$ cat config.mk
export PLATFORM = sky130hd
export DESIGN_NAME = mcpt_ram
export DESIGN_NICKNAME = d
export VERILOG_FILES = /design/src/rtl/mcpt_ram.sv
export SDC_FILE = /design/constraint.sdc
export NUM_CORES = 2
export LEC_CHECK = 0
export BUFFER_PORTS_ARGS = -buffer_cell sky130_fd_sc_hd__buf_2
export CORE_ASPECT_RATIO = 0.9
export CORE_MARGIN = 4
export CORE_UTILIZATION = 50
export CTS_CLUSTER_DIAMETER = 60
export CTS_CLUSTER_SIZE = 12
export DETAILED_ROUTE_END_ITERATION = 7
export PLACE_DENSITY = 0.72
export SLEW_MARGIN = 20
export SYNTH_ARGS = -nofsm -noshare
export SYNTH_HDL_FRONTEND = slang
export SYNTH_SLANG_ARGS = --single-unit
$ cat constraint.sdc
create_clock -name clk -period 7.14 [get_ports clk]
set_clock_uncertainty 0.15 [all_clocks]
set_input_delay 1.785 -clock clk [delete_from_list [all_inputs] [get_ports clk]]
set_output_delay 1.785 -clock clk [all_outputs]
set_load 0.005 [all_outputs]
$ cat src/rtl/mcpt_ram.sv
// generic simple dual port ram, one write port and one registered read port
// no dependencies
`timescale 1ns / 1ps

module mcpt_ram #(
    parameter int WIDTH = 16,
    parameter int DEPTH = 256
) (
    input  logic                     clk,
    input  logic                     we,
    input  logic [$clog2(DEPTH)-1:0] waddr,
    input  logic [WIDTH-1:0]         wdata,
    input  logic                     re,
    input  logic [$clog2(DEPTH)-1:0] raddr,
    output logic [WIDTH-1:0]         rdata
);

    logic [WIDTH-1:0] mem [DEPTH];
    logic [WIDTH-1:0] rdata_reg;

    // write port
    always_ff @(posedge clk)
    begin
        if (we)
        begin
            mem[waddr] <= wdata;
        end
    end

    // registered read, holds its value when not enabled
    always_ff @(posedge clk)
    begin
        if (re)
        begin
            rdata_reg <= mem[raddr];
        end
    end

    assign rdata = rdata_reg;

endmodule

Word level (Yosys, flattened, before mapping)
Memories as Yosys holds them, arrays and structs flattened. A register that Yosys moved wholly into a read port is not among the register bits.
Cells that the tools add are included.
W data, S select, Z words.

operators by class
  bitwise gates (word level) = 0
  order comparisons = 0
  $mul = 0
  muxes and demuxes = 2
  $add $sub $neg = 0
  equal/unequal tests = 0
  shift operators = 0
  div/mod/pow operators = 0
  reduce and logical (&&, ||, !) cells = 0

operators with widths
  cell     count
  $mux W1  2

storage, ports and cells
  output and inout bits = 16
  bits in read-only memories = 0
  input bits = 35
  word-level logic and storage cells = 3
  memories kept = 1
  register bits = 0
  bits in latches = 0
  bits in writable memories = 4,096

memory list
  memory  words  width  rd ports  clocked after memory_dff  wr ports  line  source
  mem     256    16     1         1                         1         18    logic [WIDTH-1:0] mem [DEPTH];

Longest topological paths before layout
  word-level depth = 2
  depth in mapped cells = 12

Worst setup path after synthesis
Ideal clock, no wire load.

  path type = input port to flip-flop
  start point = input port raddr[0]
  end point = register rdata_reg[4] (netlist: rdata[4]), read port of mem (data pin)
  setup time = 265 ps
  required time = 6,725 ps
  stages = 8
  buffers on the path = 3
  arrival = 3,769 ps
  setup slack = 2,956 ps
  path through = buf_6 -> buf_6 -> buf_2 -> mux4_2 -> mux4_2 -> a22o_1 -> o32ai_2 -> nor4_2

RTL lines
  element             line  source
  start: declaration  14    input logic [$clog2(DEPTH)-1:0] raddr,
  end: declaration    19    logic [WIDTH-1:0] rdata_reg;

==> impl_metrics.yaml <==
outcome:
  result_of_the_run: "finished, final reports clean"
layout:
  drive_above_1_share_pct: 23.3
  multi_input_comb_area_sq_um: 32900
  finish.net_count: 7786
  area_delta_synth_final_pct: 10.9
  post-route-util_pct: 55.7
  fillers: 22800
  final-seq-area_sq_um: 123000
  largest_register_ff_count: 4096
synthesis:
  synthesis.yosys.warnings: 0
  syn-mean-instance-area_sq_um: 21.6
  post-synth-top-count-cell: "edfxtp_1"
  yosys_most_used_dff: "edfxtp_1"
  ys_top_cells_by_count: "edfxtp_1, mux4_2, mux2i_1"
  netlist_area_sq_um: 159000
  synth.net_count: 7395
  synth_edf_count: 4112
  synth_cells: 7360
  synth_seq_area_share_pct: 77.7
  synth.top_cells.by_area: "edfxtp_1, mux4_2, mux2i_1"
  postSynthRegisterBits: 4112
  netlist-cell-type-count: 51
  post-synth-top-area-cell: "edfxtp_1"
  synth_top_area_share_pct: 77.7
  synthArstFlopShare_pct: 0
pwr:
  share_seq_of_total_power_pct: 56.4
  p_sw_uw: 9980
  static-leakage-power_uw: 0.0553
  cellInternalPower_uw: 37300
  ir_worst_vdd_uv: 233
  power_per_cell_area_nw_per_um2: 269
  swShare_pct: 21.1
  combinationalPowerShare_pct: 5.1
  clockPowerShare_pct: 38.5
clock_tree:
  cts_buffers: 388
  number_of_h_tree_levels: 5
  clock_latency_ns: 0.98
  clk_pin_slew_ns: 0.06
  cts_sinks: 4112
  hold_buffers_post_cts: 0
  cts_max_path_buffers: 4
  cts_tree: "built"
  postCtsSetupRepairBufs: 0
  post_cts_resize_count: 0
  clock_tree.root_cell: "clkbuf_16"
route:
  dr_total_vias: 79900
  route.antenna.remaining_nets: 0
  avgRoutedWirePerCell_um: 33.9
  drc: 0
  drt-total-wl_um: 409000
  drt_iter0_markers: 12100
  drt_first_pass_iters: 7
  vias_per_cell: 6.62
global_routing:
  grt-ovfl-total: 0
  track_usage_pct: 24.7
  grt_start_max_net_pins: 178
  first_global_vias: 78000
  grt_first_pass_wirelength_um: 584000
  grt_antenna_before_repair: 30
timing:
  final.setup.worst_slack_ns: 1.72
  slew_headroom_pct: 11.1
  final_min_period_over_clock_period_pct: 75.9
  grt_setup_unrepaired: "no"
  period_needed_ns: 5.42
  finalMaxSlewViolations: 0
  hold_violations: 0
  setup-violations-final: 0
  max_freq_ghz: 0.185
  worst_pin_slew_ns: 1.33
  setup_tns_ns: 0
setup_path:
  worst_path_most_repeated_cell: "buf_12"
  highest_net_fanout_along_the_worst_path: 104
  sort_of_element_at_the_start_of_the_critical_path: "input port"
  end_kind: "flip-flop"
  reg2reg_setup_slack_ns: 3.55
  cpMaxStageDelayCell: "buf_12"
  critical_path_type: "input port to flip-flop"
  critical_path.max_stage_delay_ns: 0.57
  arrival_ns: 6.01
  cp.required_ns: 7.73
  timing.critical_path.cells: "buf_12, buf_12, buf_12, buf_4, mux2i_1, o221ai_1, o32ai_1, a21oi_1, nand4_1, nor4_1"
die:
  floorplan.die_area_sq_um: 327000
  coreArea_sq_um: 317000
  core.rowCount: 196
  die_x_um: 602
  initial_utilization_pct: 50.2
  chipHeight_um: 543
  design.portCount: 51
worst_hold_path:
  min_delay_worst_type: "flip-flop to flip-flop"
place:
  placement.setup.worst_slack_ns: 0.832
  hpwl_um: 238000
  global_placer_s_final_weighted_congestion: 0.932
  port_buffers: 50
run:
  cap_viol_max_count: 0
-- area by class of cell --
class	instances	area share, %
diodes	22	0.0312
multi-input cells	2792	18.6
inverters	4	0.0156
clock inverters	39	0.383
repair buffers	453	2.25
flip-flops and latches	4112	70.1
clock buffers	397	5.58
well taps	4257	3.02
-- logic make-up after synthesis --
| kind of cell | after synthesis | synth area share, % |
|---|---|---|
| flip-flops | 4112 | 77.7 |
| AO/OA/AOI/OAI | 786 | 3.53 |
| buffers and inverters | 456 | 1.69 |
| AND/OR/NAND/NOR | 556 | 1.57 |
| multiplexers | 1450 | 15.5 |
-- worst max-delay path, delay by kind of cell --
family | cells | cell delay [ns]
and+or+nand+nor | 2 | 0.79
AOI/OAI and AO/OA | 3 | 1.23
buffers and inverters | 4 | 1.77
muxes | 1 | 0.13
-- power groups by stage --
stage	Combinational [uW]	Clock (uW)	Sequential, uW
2_1_floorplan	1310	0	27200
3_3_place_gp	2340	0	27200
3_5_place_dp	2390	0	27200
4_1_cts	2400	18500	26700
5_1_grt	2520	19500	26700
6_report	2420	18200	26700
-- layout by cell type (no fill, tap or decap), types with 20 or more instances in the layout --
| cell | count |
|---|---|
| a21oi_1 | 175 |
| a221oi_1 | 28 |
| a22o_1 | 32 |
| a22oi_1 | 43 |
| buf_12 | 39 |
| buf_2 | 29 |
| buf_4 | 365 |
| clkbuf_16 | 392 |
| diode_2 | 22 |
| edfxtp_1 | 4112 |
| mux2_2 | 88 |
| mux2i_1 | 565 |
| mux4_2 | 797 |
| nand2_1 | 37 |
| nand3_1 | 29 |
| nand4_1 | 26 |
| nor2_1 | 285 |
| nor3_1 | 89 |
| o21ai_0 | 35 |
| o221ai_1 | 252 |
| o22ai_1 | 148 |
| o32ai_1 | 20 |
-- per-layer routing --
| metal | up-vias | track usage [%] | share of wire, % |
|---|---|---|---|
| met5 | - | 0.471 | 0.069 |
| met4 | 12 | 9.29 | 4.1 |
| met3 | 796 | 6.07 | 12 |
| met2 | 5376 | 37.3 | 46 |
| met1 | 41900 | 35.2 | 37 |
| li1 | 31800 | - | - |
-- metrics by stage --
stage	power, uW	instance area (sq um)	hold slack, ns	instances
6_report	47300	176000	1.04	12100
2_1_floorplan	28500	159000	0.823	7360
3_3_place_gp	29500	166000	0.970	11600
4_1_cts	47500	176000	1.03	12100
3_5_place_dp	29600	166000	1.01	11600
5_1_grt	48700	176000	1.09	12100
-- final timing paths --
kind,start,cells past startpoint,to
max,raddr[0],10,rdata[13]
min,mem[194][13],6,rdata[13]
min reg2reg,mem[194][13],6,rdata[13]
max reg2reg,mem[128][12],6,rdata[12]
Power figures use the tool's default switching activity.
