==> src/rtl/mcpt_pkg.sv <==
// shared types and constants for the multibyte code plane table
// no dependencies
`timescale 1ns / 1ps

package mcpt_pkg;

    // plane store geometry and entry layout
    localparam int NUM_PLANES_DEF = 64;
    localparam int BYTE_W         = 8;
    localparam int PLANE_SIZE     = 256;
    localparam int ENTRY_W        = 16;
    localparam int ID_W           = 15;
    localparam int LINK_BIT       = 15;
    localparam int STATUS_W       = 2;

    // operation codes
    localparam logic FUNC_DECODE = 1'b0;
    localparam logic FUNC_INSERT = 1'b1;

    // status codes
    localparam logic [STATUS_W-1:0] ST_OK     = 2'd0;
    localparam logic [STATUS_W-1:0] ST_INCONS = 2'd1;
    localparam logic [STATUS_W-1:0] ST_FULL   = 2'd2;

    // one result item
    typedef struct packed {
        logic                char_valid;
        logic [ID_W-1:0]     char_out;
        logic [STATUS_W-1:0] status;
    } res_t;

endpackage

==> src/rtl/mcpt_ctrl.sv <==
// sequencer of the plane table: clearing pass, read of one entry per item,
// then decision and write back; uses mcpt_pkg
`timescale 1ns / 1ps

module mcpt_ctrl #(
    parameter int NUM_PLANES = mcpt_pkg::NUM_PLANES_DEF
) (
    input  logic                                  clk,
    input  logic                                  rst_n,
    // input item
    input  logic                                  in_valid,
    output logic                                  in_ready,
    input  logic                                  func,
    input  logic [mcpt_pkg::BYTE_W-1:0]           code_byte,
    input  logic                                  first_byte,
    input  logic                                  final_byte,
    input  logic [mcpt_pkg::ID_W-1:0]             char_id,
    // result toward the output register
    output logic                                  res_valid,
    input  logic                                  res_ready,
    output mcpt_pkg::res_t                        res,
    // plane store
    output logic                                  mem_we,
    output logic [$clog2(NUM_PLANES)+7:0]         mem_waddr,
    output logic [mcpt_pkg::ENTRY_W-1:0]          mem_wdata,
    output logic                                  mem_re,
    output logic [$clog2(NUM_PLANES)+7:0]         mem_raddr,
    input  logic [mcpt_pkg::ENTRY_W-1:0]          mem_rdata
);

    localparam int PW    = $clog2(NUM_PLANES);
    localparam int AW    = PW + mcpt_pkg::BYTE_W;
    localparam int UW    = $clog2(NUM_PLANES + 1);
    localparam int DEPTH = NUM_PLANES * mcpt_pkg::PLANE_SIZE;
    localparam logic [AW-1:0] LAST_ADDR = AW'(DEPTH - 1);
    localparam logic [mcpt_pkg::ENTRY_W-1:0] NP_ENTRY = mcpt_pkg::ENTRY_W'(NUM_PLANES);
    localparam logic [UW-1:0] NP_USED = UW'(NUM_PLANES);

    localparam logic [1:0] S_CLEAR = 2'd0;
    localparam logic [1:0] S_IDLE  = 2'd1;
    localparam logic [1:0] S_LOOK  = 2'd2;

    logic [1:0]                 state_reg, state_next;
    logic [AW-1:0]              clr_cnt_reg, clr_cnt_next;
    logic [PW-1:0]              walk_reg, walk_next;
    logic [UW-1:0]              used_reg, used_next;
    logic                       func_reg;
    logic                       final_reg;
    logic [mcpt_pkg::ID_W-1:0]  cid_reg;
    logic [AW-1:0]              addr_reg;

    logic                       accept;
    logic [PW-1:0]              start_plane;
    logic                       is_link;
    logic                       is_empty;
    logic [PW-1:0]              link_tgt;
    logic                       do_write;
    logic [mcpt_pkg::ENTRY_W-1:0] wr_entry;
    logic                       do_alloc;

    assign in_ready = (state_reg == S_IDLE);
    assign accept   = in_valid && in_ready;

    // read address from the current walk, restarted by first_byte
    assign start_plane = first_byte ? '0 : walk_reg;
    assign mem_re      = accept;
    assign mem_raddr   = {start_plane, code_byte};

    // entry decoding
    assign is_link  = mem_rdata[mcpt_pkg::LINK_BIT];
    assign is_empty = (mem_rdata == '0);
    assign link_tgt = ({1'b0, mem_rdata[mcpt_pkg::ID_W-1:0]} < NP_ENTRY)
                      ? mem_rdata[PW-1:0] : '0;

    // decision on the entry read for the held item
    always_comb
    begin
        res            = '0;
        walk_next      = walk_reg;
        do_write       = 1'b0;
        do_alloc       = 1'b0;
        wr_entry       = '0;
        if (func_reg == mcpt_pkg::FUNC_DECODE)
        begin
            if (!is_link)
            begin
                res.char_valid = 1'b1;
                res.char_out   = mem_rdata[mcpt_pkg::ID_W-1:0];
                walk_next      = '0;
            end
            else
            begin
                walk_next = link_tgt;
            end
        end
        else if (final_reg)
        begin
            if (is_link)
            begin
                res.status = mcpt_pkg::ST_INCONS;
            end
            else
            begin
                do_write = 1'b1;
                wr_entry = {1'b0, cid_reg};
            end
            walk_next = '0;
        end
        else
        begin
            if (!is_empty && !is_link)
            begin
                res.status = mcpt_pkg::ST_INCONS;
                walk_next  = '0;
            end
            else if (is_empty)
            begin
                if (used_reg >= NP_USED)
                begin
                    res.status = mcpt_pkg::ST_FULL;
                    walk_next  = '0;
                end
                else
                begin
                    do_write  = 1'b1;
                    do_alloc  = 1'b1;
                    wr_entry  = {1'b1, mcpt_pkg::ID_W'(used_reg)};
                    walk_next = used_reg[PW-1:0];
                end
            end
            else
            begin
                walk_next = link_tgt;
            end
        end
    end

    assign res_valid = (state_reg == S_LOOK);

    // write port: clearing sweep or write back of the held item
    always_comb
    begin
        mem_we    = 1'b0;
        mem_waddr = addr_reg;
        mem_wdata = wr_entry;
        if (state_reg == S_CLEAR)
        begin
            mem_we    = 1'b1;
            mem_waddr = clr_cnt_reg;
            mem_wdata = '0;
        end
        else if (state_reg == S_LOOK)
        begin
            mem_we = do_write && res_ready;
        end
    end

    // next state
    always_comb
    begin
        state_next   = state_reg;
        clr_cnt_next = clr_cnt_reg;
        used_next    = used_reg;
        case (state_reg)
            S_CLEAR:
            begin
                clr_cnt_next = clr_cnt_reg + 1'b1;
                if (clr_cnt_reg == LAST_ADDR)
                begin
                    state_next = S_IDLE;
                end
            end
            S_IDLE:
            begin
                if (accept)
                begin
                    state_next = S_LOOK;
                end
            end
            S_LOOK:
            begin
                if (res_ready)
                begin
                    state_next = S_IDLE;
                    if (do_alloc)
                    begin
                        used_next = used_reg + 1'b1;
                    end
                end
            end
            default:
            begin
                state_next = S_CLEAR;
            end
        endcase
    end

    // control registers
    always_ff @(posedge clk or negedge rst_n)
    begin
        if (!rst_n)
        begin
            state_reg   <= S_CLEAR;
            clr_cnt_reg <= '0;
            walk_reg    <= '0;
            used_reg    <= UW'(1);
        end
        else
        begin
            state_reg   <= state_next;
            clr_cnt_reg <= clr_cnt_next;
            used_reg    <= used_next;
            if (state_reg == S_LOOK && res_ready)
            begin
                walk_reg <= walk_next;
            end
        end
    end

    // held item fields
    always_ff @(posedge clk)
    begin
        if (accept)
        begin
            func_reg  <= func;
            final_reg <= final_byte;
            cid_reg   <= char_id;
            addr_reg  <= mem_raddr;
        end
    end

endmodule
==> config.mk <==
export PLATFORM = sky130hd
export DESIGN_NAME = mcpt_ctrl
export DESIGN_NICKNAME = d
export VERILOG_FILES = /design/src/rtl/mcpt_pkg.sv /design/src/rtl/mcpt_ctrl.sv
export SDC_FILE = /design/constraint.sdc
export NUM_CORES = 1
export LEC_CHECK = 0
export ABC_AREA = 1
export ABC_CLOCK_PERIOD_IN_PS = 3100
export BUFFER_PORTS_ARGS = -buffer_cell sky130_fd_sc_hd__buf_4
export CELL_PAD_IN_SITES_DETAIL_PLACEMENT = 0
export CELL_PAD_IN_SITES_GLOBAL_PLACEMENT = 1
export CORE_AREA = 2 2 99 101
export CTS_CLUSTER_SIZE = 25
export DETAILED_ROUTE_END_ITERATION = 7
export DIE_AREA = 0 0 101 103
export PLACE_DENSITY_LB_ADDON = 0.1
export SETUP_SLACK_MARGIN = 0.3
export SLEW_MARGIN = 20
export SYNTH_ARGS = -nofsm -noshare
export SYNTH_HDL_FRONTEND = slang
export SYNTH_SLANG_ARGS = --single-unit
==> constraint.sdc <==
create_clock -name clk -period 3.1 [get_ports clk]
set_input_delay 0.31 -clock clk [delete_from_list [all_inputs] [get_ports clk]]
set_output_delay 0.31 -clock clk [all_outputs]
set_load 0.01 [all_outputs]
### After elaboration in Yosys (flattened, before gate mapping)

Index checks and enable logic that the tools add are counted.

* input bits: 46
* output and inout bits: 66
* bits in registers: 60

* equality and inequality tests: 6
* order comparisons: 2
* muxes and demuxes: 38
* reduce and logical (&&, ||, !) cells: 10
* $add $sub $neg: 2

Operator list (number)
* $mux W16: 8
* $mux W6: 8
* $logic_not A16 Y1: 1
* $mux W2: 8
* $lt A15 B7 Y1 const B: 1
* $mux W15: 1
* $add A14 B1 Y14 const B: 1
* $eq A14 B14 Y1 const B: 1
* $mux W14: 1
* $mux W1: 11
* $add A7 B1 Y7 const B: 1
* $ge A7 B7 Y1 const B: 1
* $ne A2 B1 Y1 const B: 3
* $pmux W2 S3: 1
* $reduce_and A3 Y1: 2
* $logic_and A1 B1 Y1: 4
* $eq A2 B1 Y1 const B: 1
* $eq A2 B2 Y1 const B: 1
* $logic_not A1 Y1: 2
* $logic_not A2 Y1: 1

### Longest topological paths before layout

Gate-level depths: netlist of run 1.

* word-level depth: 9
* depth in mapped cells: 9
* mapped depth without buffers: 9

### Worst setup path after synthesis of run 1

No wires, ideal clock.

* kind: register to register
* start: register state_reg[0]
* end: register addr_reg[0], enable pin
* slack: 0.461 ns
* clock period less this slack: 2.639 ns
* arrival: 2.214 ns
* stages on the path, launching flop included: 5
* required time: 2.675 ns
* path through: dfrtp_1 > inv_1 > nor2_1 > inv_1 > nor2_1

* word-level cells in the longest chain between the ends: 2

Ends and longest elaborated chain
* start, declared: RTL line mcpt_ctrl.sv:43 `logic [1:0] state_reg, state_next;`
* start signal, assigned: RTL line mcpt_ctrl.sv:210 `state_reg <= state_next;`
* $eq A2 B1 Y1: RTL line mcpt_ctrl.sv:61 `assign in_ready = (state_reg == S_IDLE);`
* net in_ready: RTL line mcpt_ctrl.sv:12 `output logic in_ready,`
* $logic_and A1 B1 Y1: RTL line mcpt_ctrl.sv:62 `assign accept = in_valid && in_ready;`
* net mem_re: RTL line mcpt_ctrl.sv:26 `output logic mem_re,`
* end signal, assigned: RTL line mcpt_ctrl.sv:228 `addr_reg <= mem_raddr;`
* end, declared: RTL line mcpt_ctrl.sv:50 `logic [AW-1:0] addr_reg;`

The timed path passes the listed nets, and every way through them passes these cells.
A chain may end at the register's enable or synchronous reset.

### Final worst setup path of run 1

* start: register func_reg
* end: output mem_wdata[15] (netlist bit)

* word-level cells in the longest chain between the ends: 2

Ends and longest elaborated chain
* start, declared: RTL line mcpt_ctrl.sv:47 `logic func_reg;`
* start signal, assigned: RTL line mcpt_ctrl.sv:225 `func_reg <= func;`
* $mux W16: RTL line mcpt_ctrl.sv:83 `if (func_reg == mcpt_pkg::FUNC_DECODE)`
* $mux W16: RTL line mcpt_ctrl.sv:146 `if (state_reg == S_CLEAR)`
* end, declared: RTL line mcpt_ctrl.sv:25 `output logic [mcpt_pkg::ENTRY_W-1:0] mem_wdata,`

No other way between the ends.

==> run metrics, run 1 <==
Synth Instances=between 300 and 400; max cap viols=0; DR top layer=met4; Flop pwr share=39.9%; Vias/cell=~4.5; max-slew violations=0; vias in the first global route=between 2,000 and 3,000; Syn Nets=430; DRT met1 WL=approximately 3.5 mm; Crit Path Category=register to output port; synth unique cells=34; total track usage=15.9%; Synth Register Bits=60; largest net degree at the start of global routing=30; port bufs=~110; peak supply drop=314 µV; fin cells=between 600 and 700; PD cells=between 600 and 700 mW/mm²; core area=about 0.0095 mm²; final hold violations=0; endpoints failing setup=0; WL final=approximately 7.9 mm; Combinational Power Share=around 37%; yosys warns=0; DIE WIDTH=approximately 100 µm; ys async rst share=roughly half; Placed Instances=between 500 and 600; Final min period=between 2 and 2.5 ns; Slew headroom=between 50% and 60%; Critical Path Fanout Max=21; Final Total Pwr=about 2.8 mW; DR pass1 iterations=4; Fin Setup TNS=0 ns; CTS Buffer Depth=2; flip-flop count of the largest register after layout=15; fin crit share=80.6%; outcome=finished, final reports clean; RSZ-0062 raised after global routing=false; crit path capture type=output port; clock network power share=a little under a quarter; Worst-path clk slew=about 0.07 ns; initial antenna violation count=0; Die ar.=about 0.010 mm²; Critical Path Source Type=register; Pint=around 1.8 mW; Clock Latency Late Sink=about 0.33 ns; Detailed Place HPWL=5.94 mm; DR WL met3=around 360 µm; Clock Sinks=60; post-CTS setup buffers=0; Critical Path, Cell by Cell=nand2_1 > nor4_1 > buf_4; Placer Congestion=0.817; final core occ=between 40% and 50%; Worst EP required=approximately 2.8 ns; Final Cell Area=between 0.004 and 0.005 mm²; Switch Pwr=1.01 mW; first-pass GRT wire length=12.9 mm; pre-CTS setup slack=around 0.93 ns; Avg Inst Size Synth=between 8 and 9 µm²; Final ANT Viol Nets=0; Clock Skews=about 0.0070 ns; CP peak stage delay=~0.81 ns; DR vias=approximately 2,800; post_cts resized=0; worst-margin pin slew=a little over 0.7 ns; commonest non-fill, non-tap cell in the layout=buf_4; routed len/inst=between 10 and 15 µm; layout cells sized above 1=between 20% and 30%; antenna cells=0; CTS tree=done; post-synthesis sequential area ratio=roughly half; hold slack=around 0.15 ns; Final #Nets=approximately 540; HP Class=input pin to register; met2 wire length=between 3 and 4 mm; number of synthesized flops with an enable pin=31; dpl cell area=just over 0.004 mm²; H-tree levels=3; fill cell count=around 960; Die H=slightly above 100 µm; most frequent cells in the layout=buf_4, nand2_1, nor2_1; Post-Syn Area=approximately 0.0033 mm²; Residual DRC=0; I/O pins=112; grt ovf=0; 1st-iter DRT viols=around 110; Leak Pwr=~2.1 nW; Root Buffer=clkbuf_8; Synth-to-Final Area Change=33.8%; Initial Util=about a third; sw frac=a little over a third; Main synth FF type=edfxtp_1; total CTS buffers=9; final worst slack=0.602 ns; Max stage delay cell, worst path=edfxtp_1; Max Clock Freq=around 0.40 GHz; Row Count=36; crit path DAT=between 2 and 2.5 ns
## cells in the mapped netlist, types with 3 or more instances
master / n / area share, %
a21oi_1: 11 / 1.7
buf_2: 3 / 0.46
buf_4: 8 / 1.8
clkbuf_1: 6 / 0.69
dfrtp_1: 28 / 22
edfxtp_1: 31 / 29
ha_1: 3 / 1.2
inv_1: 44 / 5.1
nand2_1: 85 / 9.8
nand3_1: 29 / 4.5
nand4_1: 6 / 1.2
nor2_1: 52 / 6.0
nor2_2: 3 / 0.58
nor2_4: 4 / 1.4
nor3b_1: 9 / 2.1
nor4_1: 3 / 0.58
o21ai_0: 18 / 2.8
o21ai_1: 4 / 0.62
xor2_1: 15 / 4.0
## worst paths after layout
path / cells after the start / start / endpoint / slack, ns
worst min register to register: 1 / clr_cnt_reg[4]$_DFFE_PN0P_ / clr_cnt_reg[4]$_DFFE_PN0P_ / 0.52
min in group asynchronous: 2 / rst_n / walk_reg[3]$_DFFE_PN0P_ / 0.44
max in group asynchronous: 2 / rst_n / used_reg[0]$_DFFE_PN1P_ / 2.32
worst max register to register: 5 / state_reg[0]$_DFFE_PN0P_ / cid_reg[6]$_DFFE_PP_ / 1.29
worst max-delay path: 3 / func_reg$_DFFE_PP_ / mem_wdata[15] / 0.60
worst min-delay path: 1 / char_id[3] / cid_reg[3]$_DFFE_PP_ / 0.15
## power by group through the flow
stage               Combinational, mW  Clock, mW  Sequential, mW
finish                           1.04      0.669            1.13
global placement                 1.05          0            1.15
global route                     1.18      0.729            1.15
CTS                              1.06      0.692            1.14
detailed placement               1.05          0            1.15
floorplan                       0.610          0            1.12
## critical path, delay by kind of cell (launching register included)
kind	cells	cell delay, ns
and+or+nand+nor	2	0.88
buffers and inverters	1	0.17
DFF	1	0.81
## area by class of cell
class	count	area, µm²	area share, %
Sequential cell	60	1660	38.1
Clock buffer	11	131	3.02
Multi-Input combinational cell	256	1320	30.4
Timing Repair Buffer	115	866	19.9
Tap cell	114	143	3.28
Inverter	47	176	4.06
Clock inverter	5	52.6	1.21
## kinds of logic after synthesis
family,synth area share [%]
XOR/XNOR,4.58
flip-flops,51.0
adder cells (fa/ha/maj),1.15
AND/OR/NAND/NOR,28.9
buffers and inverters,8.54
AO/OA/AOI/OAI,5.89
## timing repair
item	CTS	global route
hold buffers	1	0
endpoints found under the setup margin	0	0
endpoints found under the hold margin	28	0
## routing by layer
layer	vias to the layer above	global-route usage [%]
li1	1440	-
met1	1242	19.8
met2	66	26.6
met3	12	4.00
met4	0	6.55
met5	-	0
Note: power is estimated with default switching activity, not from simulation.
==> run 2: changes to the inputs <==
--- a/config.mk
+++ b/config.mk
@@ -6,7 +6,7 @@
 export NUM_CORES = 1
 export LEC_CHECK = 0
 export ABC_AREA = 1
-export ABC_CLOCK_PERIOD_IN_PS = 3100
+export ABC_CLOCK_PERIOD_IN_PS = 2600
 export BUFFER_PORTS_ARGS = -buffer_cell sky130_fd_sc_hd__buf_4
 export CELL_PAD_IN_SITES_DETAIL_PLACEMENT = 0
 export CELL_PAD_IN_SITES_GLOBAL_PLACEMENT = 1
==> constraint.sdc (replaced) <==
create_clock -name clk -period 2.6 [get_ports clk]
set_input_delay 0.26 -clock clk [delete_from_list [all_inputs] [get_ports clk]]
set_output_delay 0.26 -clock clk [all_outputs]
set_load 0.01 [all_outputs]
==> run 2 against run 1 <==
  * Global-route usage is 0.49 points higher
  * Largest power group unchanged
  * Sequential power is 18% higher
  * Worst hold slack got worse by 0.049 ns
  * Critical path type unchanged
  * Critical endpoint is now mem_we
  * Setup slack worse by 0.015 ns
  * Via count up 1.7%
==> run metrics, run 2 (synthesis gave the netlist of run 1 again) <==
initial antenna violation count=0; H-tree levels=3; crit path DAT=about 1.8 ns; Placer Congestion=between 0.7 and 0.8; Row Count=36; crit path capture type=output port; Crit Path Category=register to output port; first-pass GRT wire length=around 13 mm; endpoints failing setup=0; hold slack=0.100 ns; Reg2Reg Setup Slack=0.88 ns; commonest non-fill, non-tap cell in the layout=buf_4; final hold violations=0; HP Class=input pin to register; FF-to-FF End=cid_reg[9]$_DFFE_PP_; Clock Sinks=60; Residual DRC=0; met1 usage=22.4%; RSZ-0062 raised after global routing=false; worst-margin pin slew=about 0.58 ns; DR pass1 iterations=4; Reg2Reg Depth=5; layout cells sized above 1=about 30%; outcome=finished, final reports clean; flip-flop count of the largest register after layout=15; final core occ=about 47%; Vias/cell=4.60; global routing met2 resource utilization=a little over a quarter; antenna cells=0; 1st-iter DRT viols=87; Synth-to-Final Area Change=36.3%; Final ANT Viol Nets=0; fill cell count=between 900 and 1,000; most frequent cells in the layout=buf_4, nand2_1, nor2_1; Fin Setup TNS=0 ns; port bufs=roughly 110; worst hold start=char_id[5]; GR peak layer=met2; Max Clock Freq=0.497 GHz; Leak Pwr=between 2 and 2.5 nW; vias in the first global route=between 2,000 and 3,000; largest net degree at the start of global routing=30; CTS Buffer Depth=2; worst setup path start=final_reg$_DFFE_PP_; Final #Nets=541; Die H=just over 100 µm; Critical Path Fanout Max=11; total track usage=16.4%; Final min period=2.01 ns; Worst EP required=2.34 ns; CTS tree=done; fin crit share=between 70% and 80%; max-slew violations=0; R2R Path Start=state_reg[0]$_DFFE_PN0P_; Initial Util=about 34%; Clock Skews=~0.012 ns; I/O pins=112; Root Buffer=clkbuf_8; core area=about 0.0095 mm²; Critical Path Source Type=register; total CTS buffers=9; Die ar.=roughly 0.010 mm²; grt ovf=0; max cap viols=0; DR vias=2,808; Critical Path Sink=mem_we; routed len/inst=~14 µm; PD cells=821 mW/mm²; WL final=8.37 mm; Slew headroom=a little over 60%; peak supply drop=~430 µV; Detailed Place HPWL=6.20 mm; Final Total Pwr=3.64 mW; met3 Use GR=between 4 and 5%; DIE WIDTH=101 µm; Worst-path clk slew=0.07 ns; Clock Latency Late Sink=0.33 ns
==> run 2: worst min-delay path by stage <==
stage,to,slack (ns),cells after the start
5_1_grt,cid_reg[13]$_DFFE_PP_,0.08,1
4_1_cts,cid_reg[5]$_DFFE_PP_,0.08,1
2_1_floorplan,clr_cnt_reg[0]$_DFFE_PN0P_,-0.04,0
6_report,cid_reg[5]$_DFFE_PP_,0.10,1
3_5_place_dp,walk_reg[1]$_DFFE_PN0P_,0.22,1
3_3_place_gp,walk_reg[1]$_DFFE_PN0P_,0.22,1
==> run 2: through the flow <==
stage / worst slack [ns] / area [µm²] / cells
floorplan: 0.518 / 3250 / 381
global placement: 0.796 / 4190 / 594
detailed placement: 0.774 / 4190 / 594
CTS: 0.513 / 4430 / 611
global route: 0.372 / 4430 / 611
finish: 0.587 / 4430 / 611
==> run 2: layout make-up <==
type,count,area (µm²),area share (%)
sequential,60,1660,37.4
clock buffer,10,128,2.88
timing repair buffer,118,901,20.3
tap,114,143,3.22
multi-input combinational,256,1320,29.9
clock inverter,6,103,2.32
inverter,47,176,3.98
==> run 2: critical path, cell delays in order, from the launching register on <==
cell and delay [ns]:
edfxtp_1 0.33, buf_4 0.17, nand2_1 0.28, o311ai_0 0.46
buf_4 0.19
==> run 2: power breakdown <==
| part | internal, mW | switching, mW |
|---|---|---|
| sequential | 1.23 | 0.102 |
| combinational | 0.545 | 0.775 |
| clock | 0.629 | 0.359 |
==> run 2: timing repair <==
| item | in CTS | in global routing |
|---|---|---|
| hold buffers | 1 | 0 |
| resized for setup | 0 | 0 |
| hold endpoints to repair | 28 | 0 |
| buffers inserted | 0 | 0 |
==> run 2: per-layer routing <==
metal / share of wire [%] / vias to the layer above
met5: 0 / -
li1: - / 1444
met4: 0.55 / 0
met3: 5.0 / 4
met2: 48 / 66
met1: 46 / 1294
